==> config.mk <==
export PLATFORM = sky130hd
export DESIGN_NAME = adsr_envelope_generator
export DESIGN_NICKNAME = d
export VERILOG_FILES = /design/src/design/adsr_pkg.sv /design/src/design/adsr_serial_mult.sv /design/src/design/adsr_envelope_generator.sv
export SDC_FILE = /design/constraint.sdc
export NUM_CORES = 1
export LEC_CHECK = 0
export BUFFER_PORTS_ARGS = -buffer_cell sky130_fd_sc_hd__buf_2
export CORE_MARGIN = 3
export CORE_UTILIZATION = 55
export DETAILED_ROUTE_END_ITERATION = 12
export PLACE_DENSITY_LB_ADDON = 0.05
export SLEW_MARGIN = 20
export SYNTH_ARGS = -nofsm -noshare
export SYNTH_HDL_FRONTEND = slang
export SYNTH_HIERARCHICAL = 1
export SYNTH_SLANG_ARGS = --single-unit
==> constraint.sdc <==
create_clock -name clk -period 4 [get_ports clk]
set_clock_uncertainty 0.1 [all_clocks]
set_input_delay 0 -clock clk [delete_from_list [all_inputs] [get_ports clk]]
set_output_delay 0 -clock clk [all_outputs]
set_load 0.1 [all_outputs]
==> src/design/adsr_pkg.sv <==
// shared types and constants of the adsr envelope generator
package adsr_pkg;

  localparam int CFG_INDEX_BITS = 3;

  typedef enum logic [CFG_INDEX_BITS-1:0] {
    REG_ATTACK_STEP    = 3'd0,
    REG_DECAY_FACTOR   = 3'd1,
    REG_SUSTAIN_LEVEL  = 3'd2,
    REG_RELEASE_FACTOR = 3'd3,
    REG_HOLD_SAMPLES   = 3'd4
  } cfg_reg_t;

  localparam int ATTACK_STEP_RESET    = 655;
  localparam int DECAY_FACTOR_RESET   = 65500;
  localparam int SUSTAIN_LEVEL_RESET  = 45875;
  localparam int RELEASE_FACTOR_RESET = 65500;
  localparam int HOLD_SAMPLES_RESET   = 0;

endpackage

==> src/design/adsr_serial_mult.sv <==
// bit-serial shift-add multiplier, signed multiplicand times unsigned multiplier
module adsr_serial_mult import adsr_pkg::*; #(
  parameter int WA = 18,
  parameter int WB = 17
) (
  input  logic                 clk,
  input  logic                 rst,
  input  logic                 start,
  input  logic [WA-1:0]        a,
  input  logic [WB-1:0]        b,
  output logic                 done,
  output logic [WA+WB-1:0]     prod
);

  localparam int CW = $clog2(WB + 1);

  logic [WA-1:0] a_reg;
  logic [WA:0]   hi;
  logic [WB-1:0] lo;
  logic [CW-1:0] cnt;
  logic          busy;
  logic [WA:0]   sum;
  logic [WA:0]   addend;
  logic [WA+WB:0] full;

  assign addend = lo[0] ? {a_reg[WA-1], a_reg} : '0;
  assign sum    = hi + addend;
  assign full   = {hi, lo};
  assign prod   = full[WA+WB-1:0];

  always_ff @(posedge clk) begin
    if (rst) begin
      busy <= 1'b0;
      done <= 1'b0;
      cnt  <= '0;
    end else begin
      done <= !start && busy && (cnt == CW'(1));
      if (start) begin
        a_reg <= a;
        hi    <= '0;
        lo    <= b;
        cnt   <= CW'(WB);
        busy  <= 1'b1;
      end else if (busy) begin
        hi  <= {sum[WA], sum[WA:1]};
        lo  <= {sum[0], lo[WB-1:1]};
        cnt <= cnt - CW'(1);
        if (cnt == CW'(1)) begin
          busy <= 1'b0;
        end
      end
    end
  end

endmodule

==> src/design/adsr_envelope_generator.sv <==
// adsr envelope generator top level: config registers, phase sequencer, output register
// each product is computed on the one shared bit-serial multiplier
// up to three products per sample: decay, release and the sample scaling
// one sample in flight; the next beat is taken while the result waits in the output register
// synchronous reset clears phase state, amplitude and counters and loads register defaults
module adsr_envelope_generator import adsr_pkg::*; #(
  parameter int AMP_FRAC_BITS = 16,
  parameter int SAMPLE_BITS   = 16,
  parameter int HOLD_BITS     = 16
) (
  input  logic clk,
  input  logic rst,
  input  logic s_axis_tvalid,
  output logic s_axis_tready,
  // sample_in
  input  logic [((SAMPLE_BITS+7)/8)*8-1:0] s_axis_tdata,
  // gate
  input  logic s_axis_tuser,
  output logic m_axis_tvalid,
  input  logic m_axis_tready,
  // sample_out, level
  output logic [((SAMPLE_BITS+AMP_FRAC_BITS+1+7)/8)*8-1:0] m_axis_tdata,
  input  logic cfg_valid,
  output logic cfg_ready,
  input  logic [CFG_INDEX_BITS-1:0] cfg_index,
  input  logic [((AMP_FRAC_BITS+1 > HOLD_BITS) ? AMP_FRAC_BITS+1 : HOLD_BITS)-1:0] cfg_data
);

  localparam int F        = AMP_FRAC_BITS;
  localparam int AMP_BITS = F + 1;
  localparam int WA       = ((SAMPLE_BITS > AMP_BITS) ? SAMPLE_BITS : AMP_BITS) + 1;
  localparam int WB       = AMP_BITS;
  localparam int OUT_W    = ((SAMPLE_BITS + AMP_BITS + 7) / 8) * 8;
  localparam logic [AMP_BITS-1:0] AMP_ONE = AMP_BITS'(1) << F;

  typedef enum logic [2:0] {
    ST_IDLE,
    ST_ATTACK,
    ST_DECAY_MUL,
    ST_HOLD,
    ST_REL_MUL,
    ST_SHAPE,
    ST_SHAPE_MUL,
    ST_DONE
  } state_t;

  state_t state;

  logic [F-1:0]           attack_step;
  logic [F-1:0]           decay_factor;
  logic [AMP_BITS-1:0]    sustain_level;
  logic [F-1:0]           release_factor;
  logic [HOLD_BITS-1:0]   hold_samples;

  logic                   in_attack;
  logic                   in_decay;
  logic                   in_hold;
  logic                   in_release;
  logic [AMP_BITS-1:0]    amplitude;
  logic [HOLD_BITS-1:0]   hold_count;
  logic [SAMPLE_BITS-1:0] last_output;

  logic [SAMPLE_BITS-1:0] smp;
  logic                   gate_r;
  logic                   take;
  logic                   mul_start;

  logic                   out_valid;
  logic [SAMPLE_BITS-1:0] out_sample;
  logic [AMP_BITS-1:0]    out_level;

  logic [WA-1:0]          mult_a;
  logic [WB-1:0]          mult_b;
  logic                   mult_done;
  logic [WA+WB-1:0]       mult_prod;
  logic [AMP_BITS-1:0]    scaled;

  logic                   start_note;
  logic                   attacking;
  logic [AMP_BITS:0]      att_sum;
  logic                   hold_inc;
  logic [HOLD_BITS-1:0]   hc_new;
  logic                   hold_done;
  logic                   rel_set;

  assign s_axis_tready = (state == ST_IDLE);
  assign cfg_ready     = 1'b1;
  assign m_axis_tvalid = out_valid;
  assign m_axis_tdata  = OUT_W'({out_level, out_sample});

  assign start_note = gate_r && !in_attack && !in_hold && !in_decay;
  assign attacking  = in_attack || start_note;
  assign att_sum    = {1'b0, amplitude} + (AMP_BITS+1)'(attack_step);
  assign hold_inc   = in_hold && (hold_count < hold_samples);
  assign hc_new     = hold_inc ? hold_count + HOLD_BITS'(1) : hold_count;
  assign hold_done  = (hc_new >= hold_samples);
  assign rel_set    = hold_done && !gate_r;
  assign scaled     = mult_prod[F +: AMP_BITS];

  always_comb begin
    case (state)
      ST_DECAY_MUL: begin
        mult_a = WA'(amplitude);
        mult_b = WB'(decay_factor);
      end
      ST_REL_MUL: begin
        mult_a = WA'(amplitude);
        mult_b = WB'(release_factor);
      end
      ST_SHAPE_MUL: begin
        mult_a = WA'($signed(smp));
        mult_b = amplitude;
      end
      default: begin
        mult_a = '0;
        mult_b = '0;
      end
    endcase
  end

  adsr_serial_mult #(
    .WA (WA),
    .WB (WB)
  ) u_mult (
    .clk   (clk),
    .rst   (rst),
    .start (mul_start),
    .a     (mult_a),
    .b     (mult_b),
    .done  (mult_done),
    .prod  (mult_prod)
  );

  // register writes
  always_ff @(posedge clk) begin
    if (rst) begin
      attack_step    <= F'(ATTACK_STEP_RESET);
      decay_factor   <= F'(DECAY_FACTOR_RESET);
      sustain_level  <= AMP_BITS'(SUSTAIN_LEVEL_RESET);
      release_factor <= F'(RELEASE_FACTOR_RESET);
      hold_samples   <= HOLD_BITS'(HOLD_SAMPLES_RESET);
    end else if (cfg_valid && cfg_ready) begin
      case (cfg_reg_t'(cfg_index))
        REG_ATTACK_STEP:    attack_step    <= cfg_data[F-1:0];
        REG_DECAY_FACTOR:   decay_factor   <= cfg_data[F-1:0];
        REG_SUSTAIN_LEVEL:  sustain_level  <= cfg_data[AMP_BITS-1:0];
        REG_RELEASE_FACTOR: release_factor <= cfg_data[F-1:0];
        REG_HOLD_SAMPLES:   hold_samples   <= cfg_data[HOLD_BITS-1:0];
        default: ;
      endcase
    end
  end

  // phase sequencer
  always_ff @(posedge clk) begin
    if (rst) begin
      state       <= ST_IDLE;
      in_attack   <= 1'b0;
      in_decay    <= 1'b0;
      in_hold     <= 1'b0;
      in_release  <= 1'b0;
      amplitude   <= '0;
      hold_count  <= '0;
      last_output <= '0;
      take        <= 1'b0;
      mul_start   <= 1'b0;
      out_valid   <= 1'b0;
    end else begin
      if (out_valid && m_axis_tready && (state != ST_DONE)) begin
        out_valid <= 1'b0;
      end
      case (state)
        ST_IDLE: begin
          mul_start <= 1'b0;
          if (s_axis_tvalid) begin
            smp    <= s_axis_tdata[SAMPLE_BITS-1:0];
            gate_r <= s_axis_tuser;
            state  <= ST_ATTACK;
          end
        end
        ST_ATTACK: begin
          take <= attacking;
          if (start_note) begin
            hold_count <= '0;
          end
          if (attacking) begin
            in_release <= 1'b0;
            if (att_sum >= {1'b0, AMP_ONE}) begin
              amplitude <= AMP_ONE;
              in_attack <= 1'b0;
              in_decay  <= 1'b1;
              mul_start <= 1'b1;
              state     <= ST_DECAY_MUL;
            end else begin
              amplitude <= att_sum[AMP_BITS-1:0];
              in_attack <= 1'b1;
              state     <= in_decay ? ST_DECAY_MUL : ST_HOLD;
              mul_start <= in_decay;
            end
          end else begin
            state     <= in_decay ? ST_DECAY_MUL : ST_HOLD;
            mul_start <= in_decay;
          end
        end
        ST_DECAY_MUL: begin
          mul_start <= 1'b0;
          if (mult_done) begin
            amplitude <= scaled;
            take      <= 1'b1;
            if (scaled <= sustain_level) begin
              in_decay <= 1'b0;
              in_hold  <= 1'b1;
            end
            state <= ST_HOLD;
          end
        end
        ST_HOLD: begin
          hold_count <= hc_new;
          if (hold_inc || (hold_done && gate_r)) begin
            take <= 1'b1;
          end
          if (rel_set) begin
            in_hold    <= 1'b0;
            in_release <= 1'b1;
          end
          if ((in_release || rel_set) && (amplitude != '0)) begin
            mul_start <= 1'b1;
            state     <= ST_REL_MUL;
          end else begin
            mul_start <= 1'b0;
            state     <= ST_SHAPE;
          end
        end
        ST_REL_MUL: begin
          mul_start <= 1'b0;
          if (mult_done) begin
            amplitude <= scaled;
            take      <= 1'b1;
            state     <= ST_SHAPE;
          end
        end
        ST_SHAPE: begin
          if (take) begin
            mul_start <= 1'b1;
            state     <= ST_SHAPE_MUL;
          end else begin
            mul_start <= 1'b0;
            state     <= ST_DONE;
          end
        end
        ST_SHAPE_MUL: begin
          mul_start <= 1'b0;
          if (mult_done) begin
            last_output <= mult_prod[F +: SAMPLE_BITS];
            state       <= ST_DONE;
          end
        end
        ST_DONE: begin
          mul_start <= 1'b0;
          if (!out_valid || m_axis_tready) begin
            out_valid  <= 1'b1;
            out_sample <= last_output;
            out_level  <= amplitude;
            state      <= ST_IDLE;
          end
        end
        default: begin
          mul_start <= 1'b0;
          state     <= ST_IDLE;
        end
      endcase
    end
  end

  a_amp_bound: assert property (@(posedge clk) disable iff (rst)
    amplitude <= AMP_ONE)
    else $error("amplitude above one");

  a_phase_excl: assert property (@(posedge clk) disable iff (rst)
    $onehot0({in_attack, in_decay, in_hold}))
    else $error("attack, decay and hold overlap");

  a_mult_owner: assert property (@(posedge clk) disable iff (rst)
    mult_done |-> (state == ST_DECAY_MUL || state == ST_REL_MUL || state == ST_SHAPE_MUL))
    else $error("multiplier finished outside a product state");

  a_accept_seq: assert property (@(posedge clk) disable iff (rst)
    (s_axis_tvalid && s_axis_tready) |=> (state == ST_ATTACK))
    else $error("accepted beat did not start the phase update");

endmodule
==> run summary, run 1 <==
Drt initial violations = 917
CTS tree = yes
Fin crit share = 92.4%
Pin count of the biggest net entering global routing = 92
Sequential area share after synthesis = 45.0%
Vias = 10900
Max-cap check violation count = 0
Total power = 0.00871 W
Hold Fails Final Rpt = 0
Top sig layer = met4
First-pass GRT wire length = 56.7 mm
Outcome = completed
Lkg Pwr = 6.08 nW
CP Capture Type = register
Kind of critical path = register to register
Clk_lat worst skew = 0.53 ns
Drt first pass iters = 7
I/O Buffers = 76
Avg Inst Size Synth = 9.41 sq um
Distinct cells, synth = 77
Peak VDD IR = 329 uV
Detail Route Antenna Nets = 0
Drt wl/cell = 19.2 microns
Synth Register Bits = 250
DP HPWL = 24.8 mm
Final non-filler cell total = 1869
Met2 routed WL = 16.3 mm
Worst-path clk slew = 0.06 ns
Layout cell share with drive strength beyond 1 = 13.7%
Syn-to-layout area delta = 15.4%
Die ar. = 26300 sq um
Post-synthesis instance area = 13400 sq um
Buffers and inverters on the worst path = 1
Fill cells = 1962
Via density = 5.83
Vias in the first global route = 10400
CTS Root Cell = clkbuf_16
Synth Flop Type = dfxtp_1
Die H = 162 microns
H-Tree Depth = 1
Core Region = 23800 sq um
Initial Util = 56.5%
Gpl congestion = 0.908
Fmax = 270 MHz
Setup violations, final = 0
Row count = 56
Synthesis Warnings = 6
Slew margin rel. = 27.8%
Overflow after GRT = 0
Placed Cells = 1781
Asr flop ratio synth = 0%
Largest fanout on the critical path = 7
Cell Pwr Density = 562 nW/um^2
Slowest-stage cell, CP = dfxtp_1
RSZ-0062 raised after global routing = false
CTS Buf Count = 27
Num ports = 85
Initial antenna violation count = 0
Fin nets = 1663
Fin. max-slew vios = 0
Number of synthesized flops with an enable pin = 103
Antenna diodes = 0
Data required time of the worst path = 4.28 ns
Gr usage total = 27.1%
WL met3 = 2.01 mm
Final min period = 3.70 ns
Hold WC Path Type = primary input to register
Post-synthesis instance total = 1427
Critical path's top delay family = compound AO/OA/AOI/OAI gates
Worst path max stage delay = 0.32 ns
Overall routed net length = 35.9 mm
Overall die width = 162 microns
# DRC = 0
Metal1 wirelength = 16.5 mm
Worst-Margin Slew = 1.08 ns
Clock Path Buffers = 3
CP Launch Type = register
CP cell instances = inv_1, ha_1, a21o_1, a21o_1, a211oi_2, o21a_2, o2111ai_1, xnor2_1, ha_1, a21o_1, a211oi_2, nor2_1, a22oi_2, a21oi_2, a32oi_1, a211oi_1
Arrival @ worst endpoint = 3.97 ns
Clk sinks = 250
Top cell by count, worst path = a21o_1
[layout make-up]
cell class              instances  area (sq um)  area share, %
clock inverters                11           141          0.913
well taps                     319           399           2.58
inverters                      59           221           1.43
multi-input cells            1041          6880           44.4
repair buffers                151          1040           6.70
clock buffers                  38           779           5.03
flip-flops and latches        250          6040           39.0
[path summary, 6_finish.rpt]
kind	endpoint	from	slack (ns)	cells past startpoint
setup / recovery	mul_start	hold_samples[5]	0.30	16
hold / removal	hold_samples[3]	cfg_index[2]	0.04	4
setup reg to reg	mul_start	hold_samples[5]	0.30	16
hold reg to reg	out_sample[9]	last_output[9]	0.33	0
[kinds of logic (layout without fill, tap and decap cells)]
group	after synthesis	in the layout	synth area share, %
and+or+nand+nor	520	520	18.9
AOI/OAI and AO/OA	359	359	18.6
DFF	250	250	45.0
buffers and inverters	142	259	4.35
adders and majority gates	91	91	8.59
xor gates and xnor gates	36	36	2.35
muxes	27	27	2.22
other	2	8	0.0559
[stage by stage]
stage,instance area [sq um],utilization [%],setup WS (ns),TNS [ns],hold WS [ns]
2_1_floorplan,13400,-,0.0551,0,-0.00113
3_3_place_gp,14200,59.6,0.0704,0,0.0761
3_5_place_dp,14200,59.6,-0.0135,-0.0135,0.0781
4_1_cts,15400,65.0,0.0606,0,0.0238
5_1_grt,15500,65.2,0.00483,0,0.0710
6_report,15500,65.2,0.303,0,0.0436
[power breakdown]
group	total, W	switching [W]	internal [W]
registers	0.00332	0.000294	0.00302
clock network	0.00258	0.00103	0.00155
logic	0.00281	0.00173	0.00108
total	0.00871	0.00305	0.00566
[layer usage]
metal  track usage [%]  vias up
met5                 0        -
met4              9.15        0
met3              3.06       59
met2              43.0      312
met1              38.8     5174
li1                  -     5351
[layout by cell type (no fill, tap or decap), drive strengths merged, types with 16 or more instances in the layout]
cell,Yosys,layout
and2,26,26
inv,59,60
o21ai,49,49
a21o,18,18
a21oi,115,115
nand3b,31,31
a211o,16,16
mux2,22,22
nand3,18,18
nor3,26,26
buf,18,114
nor2,78,78
o211ai,17,17
xnor2,26,26
clkbuf,65,38
dlygate4sd3,0,37
dfxtp,147,147
nand2,235,235
nand2b,18,18
a211oi,21,21
edfxtp,103,103
ha,89,89
and3,20,20
a22o,35,35
nor2b,26,26
[what timing repair did]
action / CTS / global route
hold buffers: 37 / 0
endpoints found under the setup margin: 1 / 5
endpoints found under the hold margin: 103 / 0
setup buffers: 0 / 2
resized for setup: 1 / 11
pin swaps: 0 / 8
[tightest hold or removal path: cells and delay by family]
family / cells / cell delay (ns)
AOI/OAI and AO/OA: 1 / 0.05
and+or+nand+nor: 2 / 0.46
buffers and inverters: 1 / 0.11
[Yosys cell counts (25+ instances only)]
cell / count / share of area [%]
a21oi_1: 114 / 4.3
nand2_1: 235 / 6.6
nor2b_1: 26 / 1.2
o21ai_0: 47 / 1.8
ha_1: 89 / 8.3
nand3b_1: 31 / 1.7
nor2_1: 78 / 2.2
xnor2_1: 26 / 1.7
nor3_1: 25 / 0.93
inv_1: 59 / 1.6
dfxtp_1: 147 / 22
edfxtp_1: 103 / 23
and2_1: 25 / 1.2
a22o_1: 35 / 2.3
clkbuf_1: 65 / 1.8
(Power assumes the default switching activity.)
==> run 2, diff against run 1 <==
--- a/config.mk
+++ b/config.mk
@@ -9,6 +9,7 @@
 export CORE_MARGIN = 3
 export CORE_UTILIZATION = 55
 export DETAILED_ROUTE_END_ITERATION = 12
+export GPL_ROUTABILITY_DRIVEN = 0
 export PLACE_DENSITY_LB_ADDON = 0.05
 export SLEW_MARGIN = 20
 export SYNTH_ARGS = -nofsm -noshare
==> constraint.sdc (replaced) <==
create_clock -name clk -period 4 [get_ports clk]
set_clock_uncertainty 0.1 [all_clocks]
set_input_delay 0.8 -clock clk [delete_from_list [all_inputs] [get_ports clk]]
set_output_delay 0.8 -clock clk [all_outputs]
set_load 0.1 [all_outputs]
==> run summary, run 2 (same netlist as run 1, synthesis figures left out) <==
Largest fanout on the critical path = 12
RSZ-0062 raised after global routing = false
Outcome = completed
Buffers and inverters on the worst path = 2
Reg area = 6040 sq um
Clock Path Buffers = 3
Critical path's top delay family = compound AO/OA/AOI/OAI gates
Overall die width = 162 microns
Layout cell share with drive strength beyond 1 = 14.2%
Pin count of the biggest net entering global routing = 51
Setup ws final = 0.244 ns
DP HPWL = 24.8 mm
Drt initial violations = 948
Max-cap check violation count = 0
Slowest-stage cell, CP = ha_1
Cell Pwr Density = 575 nW/um^2
Fin. max-slew vios = 0
Detail Route Antenna Nets = 0
Worst-path clk slew = 0.06 ns
Hold WC Path Type = register to register
H-Tree Depth = 1
First-pass GRT wire length = 56.1 mm
Peak VDD IR = 349 uV
GR peak layer = met2
Worst hold path depth = 0
Core Region = 23800 sq um
Arrival @ worst endpoint = 4.11 ns
Data required time of the worst path = 4.35 ns
Setup violations, final = 0
Worst path max stage delay = 0.34 ns
GR Util met2 = 42.5%
Final Instance Area = 15200 sq um
Overall routed net length = 35.5 mm
Final min period = 3.76 ns
Worst-Margin Slew = 0.850 ns
Num ports = 85
Antenna diodes = 0
Fill cells = 1987
Fin crit share = 93.9%
Fmax = 266 MHz
Initial Util = 56.5%
Area of the multi-input gates = 6880 sq um
Pre-CTS setup slack = 0.0730 ns
Kind of critical path = register to register
Vias = 10900
Dpl cell area = 14200 sq um
Final non-filler cell total = 1836
CTS tree = yes
Slew margin rel. = 43.2%
Crit. path cell count = 17
Quantity of hold-fixing buffers added after cts = 0
R2R depth = 17
GR Layer Usage met3 = 3.98%
Clk sinks = 250
Initial antenna violation count = 1
Die H = 162 microns
I/O Buffers = 76
Met1 Use GR = 37.3%
Die ar. = 26300 sq um
Placed Cells = 1782
Drt wl/cell = 19.4 microns
Commonest non-fill, non-tap cells in the layout = nand2_1 (235), dfxtp_1 (146), a21oi_1 (114)
Syn-to-layout area delta = 12.9%
Hold Fails Final Rpt = 0
CP cell instances = inv_1, ha_1, a21oi_1, o21ai_0, o21ai_0, buf_4, nor2_1, nor2_1, xnor2_1, ha_1, o2111a_1, a211oi_2, nor4bb_1, a22oi_2, a21oi_1, a32oi_1, a211oi_1
CTS Root Cell = clkbuf_16
Total power = 0.00871 W
Overflow after GRT = 0
Setup tns final = 0 ns
Via density = 5.94
Clk_lat worst skew = 0.54 ns
# DRC = 0
CP Capture Type = register
CTS Buf Count = 28
Vias in the first global route = 10300
Commonest non-fill, non-tap cell in the layout = nand2_1
Gr usage total = 26.7%
Lkg Pwr = 5.94 nW
Drt first pass iters = 7
Row count = 56
CP Launch Type = register
Fin nets = 1628
run 2: metal layers:
layer  wire (microns)  vias to the layer above
li1                 -                     5274
met1            15900                     5212
met2            16000                      336
met3             2190                       75
met4             1360                        0
met5                0                        -
run 2: per-stage QoR:
| step | hold slack [ns] | utilization, % |
|---|---|---|
| final | 0.329 | 63.8 |
| after global routing | 0.320 | 63.8 |
| after CTS | 0.316 | 63.6 |
| after detailed placement | 0.315 | 59.6 |
| after global placement | 0.315 | 59.6 |
| after floorplan | 0.308 | - |
run 2: power breakdown:
part	internal, W	switching (W)
Combinational	0.00106	0.00173
Clock	0.00151	0.00109
Sequential	0.00302	0.000301
Total	0.00560	0.00312
run 2: path summary, 6_finish.rpt:
| kind | slack (ns) | from | to |
|---|---|---|---|
| min reg2reg | 0.33 | last_output[9] | out_sample[9] |
| max | 0.24 | hold_samples[9] | mul_start |
| max reg2reg | 0.24 | hold_samples[9] | mul_start |
| min | 0.33 | last_output[9] | out_sample[9] |
run 2: what timing repair did:
item / CTS / global route
resized for setup: 0 / 9
setup endpoints to repair: 0 / 5
buffers inserted: 0 / 2
run 2: layout make-up:
cell class	instances	share of cell area, %
Clock buffer	38	5.35
Clock inverter	14	0.900
Tap cell	319	2.63
Multi-Input combinational cell	1041	45.4
Sequential cell	250	39.8
Inverter	59	1.46
Timing Repair Buffer	115	4.46
